`config.mk`:
```
export PLATFORM = sky130hd
export DESIGN_NAME = multilevel_queue_scheduler
export DESIGN_NICKNAME = d
export VERILOG_FILES = /design/src/rtl/mlqs_pkg.sv /design/src/rtl/mlqs_table.sv /design/src/rtl/mlqs_scan.sv /design/src/rtl/multilevel_queue_scheduler.sv
export SDC_FILE = /design/constraint.sdc
export NUM_CORES = 2
export LEC_CHECK = 0
export BUFFER_PORTS_ARGS = -buffer_cell sky130_fd_sc_hd__buf_2
export CORE_AREA = 2 2 548 687
export DETAILED_ROUTE_END_ITERATION = 10
export DIE_AREA = 0 0 550 689
export RECOVER_POWER = 50
export SYNTH_ARGS = -nofsm -noshare
export SYNTH_HDL_FRONTEND = slang
export SYNTH_HIERARCHICAL = 1
export SYNTH_SLANG_ARGS = --single-unit
```
`constraint.sdc`:
```
create_clock -name clk -period 7.21 [get_ports clk]
set_input_delay 1.442 -clock clk [delete_from_list [all_inputs] [get_ports clk]]
set_output_delay 1.442 -clock clk [all_outputs]
set_load 0.01 [all_outputs]
```
`src/rtl/mlqs_pkg.sv`:
```
package mlqs_pkg;

	localparam int TIME_W = 16;
	localparam int ID_W   = 8;

	localparam logic [TIME_W-1:0] IDLE_LIMIT_RESET = 16'd1000;

	localparam logic [1:0] MODE_LOAD  = 2'd0;
	localparam logic [1:0] MODE_STEP  = 2'd1;
	localparam logic [1:0] MODE_CLEAR = 2'd2;

	localparam logic [2:0] EV_LOADED     = 3'd0;
	localparam logic [2:0] EV_IDLE_TICK  = 3'd1;
	localparam logic [2:0] EV_SYS_RAN    = 3'd2;
	localparam logic [2:0] EV_USER_TICK  = 3'd3;
	localparam logic [2:0] EV_ALL_DONE   = 3'd4;
	localparam logic [2:0] EV_IDLE_LIMIT = 3'd5;
	localparam logic [2:0] EV_TABLE_FULL = 3'd6;

	typedef enum logic [1:0] {
		ST_IDLE,
		ST_SCAN,
		ST_DECIDE
	} state_t;

	typedef struct packed {
		logic [ID_W-1:0]   id;
		logic [TIME_W-1:0] arrival;
		logic [TIME_W-1:0] remaining;
		logic              user;
	} entry_t;

	typedef struct packed {
		logic   any_work;
		logic   sys_found;
		logic   usr_found;
		entry_t sys_ent;
		entry_t usr_ent;
	} scan_res_t;

endpackage

```
`src/rtl/mlqs_table.sv`:
```
module mlqs_table import mlqs_pkg::*; #(
	parameter int DEPTH = 64,
	parameter int IDX_W = 6
) (
	input  logic             clk,
	input  logic             wr_en,
	input  logic [IDX_W-1:0] wr_addr,
	input  entry_t           wr_data,
	input  logic             rd_en,
	input  logic [IDX_W-1:0] rd_addr,
	output entry_t           rd_data
);

	entry_t mem [DEPTH];

	always_ff @(posedge clk) begin
		if (wr_en) begin
			mem[wr_addr] <= wr_data;
		end
	end

	always_ff @(posedge clk) begin
		if (rd_en) begin
			rd_data <= mem[rd_addr];
		end
	end

endmodule

```
`src/rtl/mlqs_scan.sv`:
```
module mlqs_scan import mlqs_pkg::*; #(
	parameter int IDX_W     = 6,
	parameter int TIME_BITS = 16
) (
	input  logic                 clk,
	input  logic                 arst_n,
	input  logic                 init,
	input  logic                 ent_vld,
	input  entry_t               ent,
	input  logic [IDX_W-1:0]     ent_idx,
	input  logic [TIME_BITS-1:0] cur_time,
	output scan_res_t            res,
	output logic [IDX_W-1:0]     sys_idx,
	output logic [IDX_W-1:0]     usr_idx
);

	localparam int CMP_W = (TIME_BITS > TIME_W) ? TIME_BITS : TIME_W;

	logic   has_work;
	logic   ready;
	logic   take_sys;
	logic   take_usr;
	logic   any_work_q;
	logic   sys_found_q;
	logic   usr_found_q;
	entry_t sys_ent_q;
	entry_t usr_ent_q;

	assign has_work = (ent.remaining != '0);
	assign ready    = has_work && (CMP_W'(ent.arrival) <= CMP_W'(cur_time));
	assign take_sys = ent_vld && ready && !ent.user &&
		(!sys_found_q || (ent.arrival < sys_ent_q.arrival));
	assign take_usr = ent_vld && ready && ent.user &&
		(!usr_found_q || (ent.arrival < usr_ent_q.arrival));

	always_ff @(posedge clk or negedge arst_n) begin
		if (!arst_n) begin
			any_work_q  <= 1'b0;
			sys_found_q <= 1'b0;
			usr_found_q <= 1'b0;
		end else if (init) begin
			any_work_q  <= 1'b0;
			sys_found_q <= 1'b0;
			usr_found_q <= 1'b0;
		end else begin
			if (ent_vld && has_work) begin
				any_work_q <= 1'b1;
			end
			if (take_sys) begin
				sys_found_q <= 1'b1;
			end
			if (take_usr) begin
				usr_found_q <= 1'b1;
			end
		end
	end

	// best-so-far payload
	always_ff @(posedge clk) begin
		if (take_sys) begin
			sys_ent_q <= ent;
			sys_idx   <= ent_idx;
		end
		if (take_usr) begin
			usr_ent_q <= ent;
			usr_idx   <= ent_idx;
		end
	end

	assign res.any_work  = any_work_q;
	assign res.sys_found = sys_found_q;
	assign res.usr_found = usr_found_q;
	assign res.sys_ent   = sys_ent_q;
	assign res.usr_ent   = usr_ent_q;

endmodule

```
`src/rtl/multilevel_queue_scheduler.sv`:
```
// Two-level (system / user) process scheduler over a loaded table.
// Command channel: drive start with mode and the load fields; the command
// transaction is taken on a clock edge with start high and busy low.
// Mode load appends one entry, mode step makes one scheduling decision,
// mode clear empties the table and zeroes time; mode 3 is dropped silently.
// Each load, step or clear gives one result: done is high for one cycle
// with event_res, ran_id, start_time and end_time; the receiver cannot stall it.
// Load, clear and a step while halted: result one cycle after the edge,
// busy stays low, so a command may follow on the next cycle.
// Step: busy through the scan and decide states; the table, with separate read
// and write ports, is read one entry a cycle by the scan unit, then if work
// is left the decide state updates time through the saturating adder and
// writes back any chosen entry. Result comes with the edge that drops busy.
// idle_limit is written through cfg_we / cfg_wdata; the user must do so only while idle.
// Reset: empty table, time 0, not halted, idle_limit 1000.
module multilevel_queue_scheduler import mlqs_pkg::*; #(
	parameter int TABLE_DEPTH = 64,
	parameter int TIME_BITS   = 16
) (
	input  logic              clk,
	input  logic              arst_n,
	input  logic              start,
	output logic              busy,
	input  logic [1:0]        mode,
	input  logic [ID_W-1:0]   process_id,
	input  logic [TIME_W-1:0] arrival_time,
	input  logic [TIME_W-1:0] burst_time,
	input  logic              is_user,
	output logic              done,
	output logic [2:0]        event_res,
	output logic [ID_W-1:0]   ran_id,
	output logic [TIME_W-1:0] start_time,
	output logic [TIME_W-1:0] end_time,
	input  logic              cfg_we,
	input  logic [TIME_W-1:0] cfg_wdata
);

	localparam int IDX_W = (TABLE_DEPTH > 1) ? $clog2(TABLE_DEPTH) : 1;
	localparam int CNT_W = $clog2(TABLE_DEPTH + 1);
	localparam int CMP_W = (TIME_BITS > TIME_W) ? TIME_BITS : TIME_W;
	localparam int SUM_W = CMP_W + 1;
	localparam logic [SUM_W-1:0] TIME_MAX_EXT =
		{{(SUM_W - TIME_BITS){1'b0}}, {TIME_BITS{1'b1}}};

	state_t               state_q, state_d;
	logic [CNT_W-1:0]     count_q;
	logic [CNT_W-1:0]     scan_idx_q;
	logic [TIME_BITS-1:0] time_q;
	logic                 halted_q;
	logic [TIME_W-1:0]    idle_limit_q;
	logic                 rd_pend_s1;
	logic [IDX_W-1:0]     rd_idx_s1;

	logic              accept;
	logic              wr_en;
	logic [IDX_W-1:0]  wr_addr;
	entry_t            wr_data;
	logic              rd_en;
	entry_t            rd_data;
	logic              scan_init;
	logic              scan_more;
	scan_res_t         scan_res;
	logic [IDX_W-1:0]  sys_idx;
	logic [IDX_W-1:0]  usr_idx;
	logic              count_inc;
	logic              table_clr;
	logic              time_ld;
	logic              halt_set;
	logic              res_load;
	logic [2:0]        res_ev;
	logic [ID_W-1:0]   res_id;
	logic [TIME_W-1:0] res_start;
	logic [TIME_W-1:0] res_end;

	logic [TIME_W-1:0]    add_b;
	logic [SUM_W-1:0]     sum_full;
	logic [TIME_BITS-1:0] time_sat;
	logic                 limit_hit;
	entry_t               load_ent;

	assign busy      = (state_q != ST_IDLE);
	assign accept    = start && !busy;
	assign scan_more = (scan_idx_q < count_q);

	assign load_ent.id        = process_id;
	assign load_ent.arrival   = arrival_time;
	assign load_ent.remaining = burst_time;
	assign load_ent.user      = is_user;

	// shared saturating time adder
	assign add_b     = scan_res.sys_found ? scan_res.sys_ent.remaining : TIME_W'(1);
	assign sum_full  = SUM_W'(time_q) + SUM_W'(add_b);
	assign time_sat  = (sum_full > TIME_MAX_EXT) ? {TIME_BITS{1'b1}}
		: sum_full[TIME_BITS-1:0];
	assign limit_hit = (CMP_W'(time_sat) >= CMP_W'(idle_limit_q));

	mlqs_table #(
		.DEPTH (TABLE_DEPTH),
		.IDX_W (IDX_W)
	) u_table (
		.clk     (clk),
		.wr_en   (wr_en),
		.wr_addr (wr_addr),
		.wr_data (wr_data),
		.rd_en   (rd_en),
		.rd_addr (scan_idx_q[IDX_W-1:0]),
		.rd_data (rd_data)
	);

	mlqs_scan #(
		.IDX_W     (IDX_W),
		.TIME_BITS (TIME_BITS)
	) u_scan (
		.clk      (clk),
		.arst_n   (arst_n),
		.init     (scan_init),
		.ent_vld  (rd_pend_s1),
		.ent      (rd_data),
		.ent_idx  (rd_idx_s1),
		.cur_time (time_q),
		.res      (scan_res),
		.sys_idx  (sys_idx),
		.usr_idx  (usr_idx)
	);

	always_comb begin
		state_d = state_q;
		unique case (state_q)
			ST_IDLE: begin
				if (accept && (mode == MODE_STEP) && !halted_q) begin
					state_d = ST_SCAN;
				end
			end
			ST_SCAN: begin
				// last entry is folded in at the edge that leaves this state
				if (!scan_more) begin
					state_d = ST_DECIDE;
				end
			end
			ST_DECIDE: begin
				state_d = ST_IDLE;
			end
			default: begin
				state_d = ST_IDLE;
			end
		endcase
	end

	always_comb begin
		wr_en     = 1'b0;
		wr_addr   = count_q[IDX_W-1:0];
		wr_data   = load_ent;
		rd_en     = 1'b0;
		scan_init = 1'b0;
		count_inc = 1'b0;
		table_clr = 1'b0;
		time_ld   = 1'b0;
		halt_set  = 1'b0;
		res_load  = 1'b0;
		res_ev    = EV_LOADED;
		res_id    = '0;
		res_start = TIME_W'(time_q);
		res_end   = TIME_W'(time_q);
		unique case (state_q)
			ST_IDLE: begin
				if (accept) begin
					case (mode)
						MODE_LOAD: begin
							res_load = 1'b1;
							if (count_q == CNT_W'(TABLE_DEPTH)) begin
								res_ev = EV_TABLE_FULL;
							end else begin
								wr_en     = 1'b1;
								count_inc = 1'b1;
							end
						end
						MODE_STEP: begin
							if (halted_q) begin
								res_load = 1'b1;
								res_ev   = EV_IDLE_LIMIT;
							end else begin
								scan_init = 1'b1;
							end
						end
						MODE_CLEAR: begin
							res_load  = 1'b1;
							table_clr = 1'b1;
							res_start = '0;
							res_end   = '0;
						end
						default: begin
						end
					endcase
				end
			end
			ST_SCAN: begin
				rd_en = scan_more;
			end
			ST_DECIDE: begin
				res_load = 1'b1;
				if (!scan_res.any_work) begin
					res_ev = EV_ALL_DONE;
				end else begin
					time_ld = 1'b1;
					res_end = TIME_W'(time_sat);
					if (scan_res.sys_found) begin
						wr_en             = 1'b1;
						wr_addr           = sys_idx;
						wr_data           = scan_res.sys_ent;
						wr_data.remaining = '0;
						res_ev            = EV_SYS_RAN;
						res_id            = scan_res.sys_ent.id;
					end else if (scan_res.usr_found) begin
						wr_en             = 1'b1;
						wr_addr           = usr_idx;
						wr_data           = scan_res.usr_ent;
						wr_data.remaining = scan_res.usr_ent.remaining - TIME_W'(1);
						res_ev            = EV_USER_TICK;
						res_id            = scan_res.usr_ent.id;
					end else if (limit_hit) begin
						halt_set = 1'b1;
						res_ev   = EV_IDLE_LIMIT;
					end else begin
						res_ev = EV_IDLE_TICK;
					end
				end
			end
			default: begin
			end
		endcase
	end

	always_ff @(posedge clk or negedge arst_n) begin
		if (!arst_n) begin
			state_q      <= ST_IDLE;
			count_q      <= '0;
			scan_idx_q   <= '0;
			time_q       <= '0;
			halted_q     <= 1'b0;
			idle_limit_q <= IDLE_LIMIT_RESET;
			rd_pend_s1   <= 1'b0;
			done         <= 1'b0;
		end else begin
			state_q    <= state_d;
			rd_pend_s1 <= rd_en;
			done       <= res_load;
			if (cfg_we) begin
				idle_limit_q <= cfg_wdata;
			end
			if (table_clr) begin
				count_q <= '0;
			end else if (count_inc) begin
				count_q <= count_q + CNT_W'(1);
			end
			if (scan_init) begin
				scan_idx_q <= '0;
			end else if (rd_en) begin
				scan_idx_q <= scan_idx_q + CNT_W'(1);
			end
			if (table_clr) begin
				time_q <= '0;
			end else if (time_ld) begin
				time_q <= time_sat;
			end
			if (table_clr) begin
				halted_q <= 1'b0;
			end else if (halt_set) begin
				halted_q <= 1'b1;
			end
		end
	end

	always_ff @(posedge clk) begin
		rd_idx_s1 <= scan_idx_q[IDX_W-1:0];
		if (res_load) begin
			event_res  <= res_ev;
			ran_id     <= res_id;
			start_time <= res_start;
			end_time   <= res_end;
		end
	end

endmodule

```
After elaboration in Yosys (flattened, before gate mapping) --
Memory sizes are Yosys's and may differ from the RTL's. A register that Yosys moved wholly into a read port is not among the register bits. Cells that the tools add are included. W data, S select, Z words.
Word-level totals: register bits 197, memories 1, input port bits 63, logic and storage cells 147, RAM bits 2624
Memories:
- u_table.mem | depth 64, width 41, read ports 1, clocked after Yosys merged registers in 1, write ports 1, RTL line mlqs_table.sv:14 | entry_t mem [DEPTH];
Cells by class: muxes and demuxes 72, reductions and logical operators 31, magnitude comparators 6, equal/unequal tests 7, add/subtract/negate cells 4
Operator list (number):
- $mux W41 | 4
- $mux W16 | 8
- $mux W1 | 34
- $lt A16 B16 Y1 | 2
- $pmux W16 S2 | 1
- $mux W7 | 4
- $mux W6 | 4
- $mux W3 | 7
- $add A16 B16 Y17 | 1
- $gt A17 B16 Y1 const B | 1
- $ge A16 B16 Y1 | 1
- $le A16 B16 Y1 | 1
- $mux W8 | 2
- $reduce_bool A16 Y1 | 1
- $reduce_bool A2 Y1 | 8
- $sub A16 B1 Y16 const B | 1
- $add A7 B1 Y7 const B | 2
- $pmux W3 S2 | 2
- $logic_and A1 B1 Y1 | 10
- $eq A7 B7 Y1 const B | 1
- $lt A7 B7 Y1 | 1
- $pmux W1 S2 | 3
- $logic_not A1 Y1 | 5
- $eq A2 B1 Y1 const B | 2
- 8 further kinds | 14

Depth between registers and ports, before layout --
word-level depth 12, depth in mapped cells 21, depth with buffers taken out 18

Modules after synthesis --
Netlist, hierarchy kept.
By module, submodules not included:
- mlqs_table | area an instance 100518.9 um2, times used 1, cells each 4226
- multilevel_queue_scheduler | area an instance 6663.9 um2, times used 1, cells each 728
- mlqs_scan | area an instance 4156.5 um2, times used 1, cells each 276

Worst setup path before layout --
OpenSTA, ideal clock, no wires.
path type input to register, start point input mode[1], end point memory u_table/mem[49][0] in the netlist's numbering, enable pin, stages 7, path buffers 0, slack 1.126 ns, data arrival time 5.594 ns, cells stage by stage nand3b_1 > nor3b_1 > inv_1 > nand2_1 > nor2b_1 > nand4_1 > nor3_1
On the way: cells in the longest elaborated chain, start to end 6
RTL lines:
- start, declared | RTL line multilevel_queue_scheduler.sv:24 | input logic [1:0] mode,
- $logic_not A2 Y1 | RTL line multilevel_queue_scheduler.sv:167 | case (mode)
- $mux W1 | RTL line multilevel_queue_scheduler.sv:167
- $mux W1 | RTL line multilevel_queue_scheduler.sv:166 | if (accept) begin
- $pmux W1 S2 | RTL line multilevel_queue_scheduler.sv:164 | unique case (state_q)
- named net wr_en | RTL line multilevel_queue_scheduler.sv:55 | logic wr_en;
- $mux W1 | RTL line mlqs_table.sv:17 | if (wr_en) begin
- $mux W1 (implied by the code) | RTL line mlqs_table.sv:18 | mem[wr_addr] <= wr_data;
- end, declared | RTL line mlqs_table.sv:14
The timed path passes the listed nets, and every way through them passes these cells.

==> flow_metrics.env <==
export IMPL_status="finished, violations left"
export IMPL_path_max_fanout=50
export IMPL_max_slew_margin_pct=-133.4
export IMPL_syn_nets=5382
export IMPL_synth_seq_area_share_pct=76.90
export IMPL_synthCells=5230
export IMPL_intPower_uw=32310
export IMPL_r2r_cells=6
export IMPL_grt_pass1_wl_um=437500
export IMPL_clock_path_buffers=4
export IMPL_timing_rr_end="u_table/mem[41][27]"
export IMPL_r2r_start="state_q[1]"
export IMPL_switchingPower_uw=14160
export IMPL_critPathCaptureType="flip-flop"
export IMPL_yosysWarnings=6
export IMPL_fp_coreArea_um2=372500
export IMPL_grt_pass1_vias=55963
export IMPL_synthArstFlopShare_pct=1.887
export IMPL_synthMuxAreaShare_pct=13.71
export IMPL_gp_congestion=0.8711
export IMPL_overflow=0
export IMPL_route_detailed_drc=0
export IMPL_die_h_um=689
export IMPL_clk_pin_slew_worst_paths_ps=70
export IMPL_violations="capacitance limit, slew limit"
export IMPL_wl_um=313800
export IMPL_areaGrowthSynthToFinish_pct=14.62
export IMPL_synth_top_area_cell="edfxtp_1"
export IMPL_synth_top_area_share_pct=75.57
export IMPL_leakage_uw=0.03893
export IMPL_place_hpwl_um=193800
export IMPL_powerDensity_nw_per_um2=364.2
export IMPL_synth_xor_area_share_pct=0.2832
export IMPL_finalWorstSetupSlack_ps=783.8
export IMPL_wl_met3_um=22100
export IMPL_root_buffer="clkbuf_16"
export IMPL_synth_top_family_by_area="multiplexers"
export IMPL_htree_levels=5
export IMPL_synth_area_um2=111300
export IMPL_min_to="u_scan/sys_idx[2]"
export IMPL_cap_viol_max_count=49
export IMPL_vias=55589
export IMPL_clk_latency_ps=860
export IMPL_drv_slew=2716
export IMPL_p_sw_share_pct=30.47
export IMPL_synth_edf_count=2802
export IMPL_setup_viol=0
export IMPL_syn_avg_cell_area_um2=21.29
export IMPL_rows=251
export IMPL_power_frac_clock_pct=30.5
export IMPL_dr_wl_met2_um=158100
export IMPL_place_port_buffers=107
export IMPL_synth_distinct_cells=75
export IMPL_crit_required_ps=7730
export IMPL_irDropWorstVdd_v=0.0002231
export IMPL_reg2reg_slack_ps=780
export IMPL_min_delay_start="rd_idx_s1[2]"
export IMPL_synthFlopType="edfxtp_1"
export IMPL_dr_pass1_iters=7
export IMPL_final_util_pct=34.26
export IMPL_hold_buffers=0
export IMPL_initial_core_util_pct=29.89
export IMPL_holdPathStages=0
export IMPL_die_w_um=550
export IMPL_hold_violations=0
export IMPL_cts_setup_buffers=0
export IMPL_ant_nets=0
export IMPL_critPathKind="flip-flop to flip-flop"
export IMPL_worst_pin_slew_ps=3501
export IMPL_worstPathArrival_ps=6940
export IMPL_seq_power_share_pct=44.5
export IMPL_start_kind="flip-flop"
export IMPL_ys_top_cells_by_area="edfxtp_1 (76%), mux4_2 (13%), dfrtp_1 (1.1%)"
export IMPL_cts_sinks=2862
export IMPL_grt_setup_unrepaired="no"
export IMPL_min_path_type="flip-flop to flip-flop"
export IMPL_yosys_area_share_adder_pct=1.007
export IMPL_synth_compound_area_share_pct=4.353
export IMPL_timing_final_crit_share_pct=89.13
export IMPL_achievable_frequency_mhz=155.6
export IMPL_fin_tns_setup_ps=0
export IMPL_nets=5701
export IMPL_wl_met1_um=116200
export IMPL_drt_iter0_drc=6368
export IMPL_numCtsBuffers=273
export IMPL_pre_cts_ws_ps=1565
export IMPL_drive_above_1_share_pct=24.87
export IMPL_via_per_inst=5.203
export IMPL_clock_skew_ps=52.61
export IMPL_ioPinCount=108
export IMPL_p_total_uw=46480
export IMPL_yosys_area_share_simple_pct=2.089
export IMPL_cts_resized=0
export IMPL_ys_ff_latch=2862
export IMPL_cts_tree="built"
export IMPL_fp_dieArea_um2=379000
export IMPL_routed_top_layer="met5"
export IMPL_grt_usage_pct=16.20
export IMPL_antenna_found_initial=19
export IMPL_wl_per_cell_um=29.37
export IMPL_combPwrFrac_pct=25.0
export IMPL_min_period_ps=6426
export IMPL_grt_max_degree=121
[cells by family (layout without fill, tap and decap cells)]
family | count (synthesis) | after routing
AOI/OAI and AO/OA | 686 | 686
and+or+nand+nor | 477 | 477
adders and majority gates | 89 | 89
DFF | 2862 | 2862
buffers and inverters | 373 | 889
other | 0 | 5
muxes | 707 | 707
xor gates and xnor gates | 36 | 36
[metal layers]
layer	up-vias	GRT usage, %
li1	22626	-
met3	526	2.245
met5	-	0
met2	2511	27.92
met4	4	7.792
met1	29922	19.99
[synthesized netlist by cell type, types with 5 or more instances]
library cell,number
buf_6,21
o21a_1,9
dfstp_2,6
xnor2_1,26
buf_4,49
a21o_1,20
a211oi_1,18
o22ai_1,94
xor2_1,10
nand2b_1,17
mux4_2,654
or3_1,5
o21ai_0,90
dfxtp_1,6
edfxtp_1,2802
buf_2,72
buf_1,19
clkbuf_1,127
a311oi_1,13
a221oi_1,72
o221ai_1,26
mux2_2,6
dfrtp_1,48
a21oi_1,100
nor4_1,8
nor2_1,160
o22a_1,6
nand3_1,28
nor3_1,29
nor2b_1,49
nand4_1,15
nand2_1,94
mux2i_1,47
a211o_1,5
a22o_1,94
a22oi_1,78
a31oi_1,32
nand3b_1,8
ha_1,88
and3_1,5
and2_1,36
inv_1,84
[metrics by stage]
step | instances | hold slack, ps | area (µm²)
after floorplan | 5230 | 403.7 | 111300
after global placement | 10207 | 405.6 | 119400
after detailed placement | 10207 | 418.1 | 119400
after CTS | 10679 | 428.6 | 128000
after global routing | 10680 | 438.6 | 127600
final | 10684 | 429.5 | 127600
[worst max-delay path by stage]
stage	from	end	slack, ps	cells past startpoint
2_1_floorplan	mode[1]	u_table/mem[49][0]	1130	7
3_3_place_gp	u_scan/sys_found_q	event_res[2]	1600	17
4_1_cts	u_scan/sys_found_q	event_res[2]	1670	18
6_report	state_q[1]	u_table/mem[41][27]	780	6
3_5_place_dp	mode[1]	u_table/mem[16][20]	1560	9
5_1_grt	u_scan/any_work_q	u_table/mem[38][27]	680	6
[power groups by stage]
stage	Sequential, µW	Combinational (µW)	Clock (µW)
2_1_floorplan	20800	7140	0
3_3_place_gp	20900	11700	0
3_5_place_dp	20900	11900	0
4_1_cts	20600	11900	14400
5_1_grt	20700	12200	15000
6_report	20700	11600	14200
[registers in the layout (all words and copies together), names as in the netlist, 7 cells and up]
| signal | cells |
|---|---|
| scan_idx_q | 7 |
| u_table/mem | 2624 |
| ran_id | 8 |
| count_q | 7 |
| u_table/rd_data | 41 |
| end_time | 16 |
| idle_limit_q | 16 |
| time_q | 16 |
| start_time | 16 |
| u_scan/res | 82 |
[cell type report]
cell class	instances	area, µm²
clock buffers	337	7325
repair buffers	333	2237
flip-flops and latches	2862	85620
fillers	34681	244900
multi-input cells	1995	24630
inverters	84	315.3
clock inverters	135	1291
diodes	5	12.51
well taps	4933	6172
[cells in the final DEF, fill, tap and decap left out, types with 84 or more instances in the layout]
master / netlist / layout
o22ai_1: 94 / 94
inv_1: 84 / 84
nor2_1: 160 / 96
a22o_1: 94 / 94
clkbuf_1: 127 / 106
mux4_2: 654 / 654
a21oi_1: 100 / 100
buf_4: 49 / 172
clkbuf_16: 0 / 283
edfxtp_1: 2802 / 2802
ha_1: 88 / 88
nand2_1: 94 / 93
[critical path, stage by stage (launching register included)]
cell and delay, ps:
dfrtp_1 420, nand2_1 160, or2_0 710, clkbuf_1 2090
a22oi_1 310, o21ai_1 1420, buf_4 760
Power figures use the tool's default switching activity.
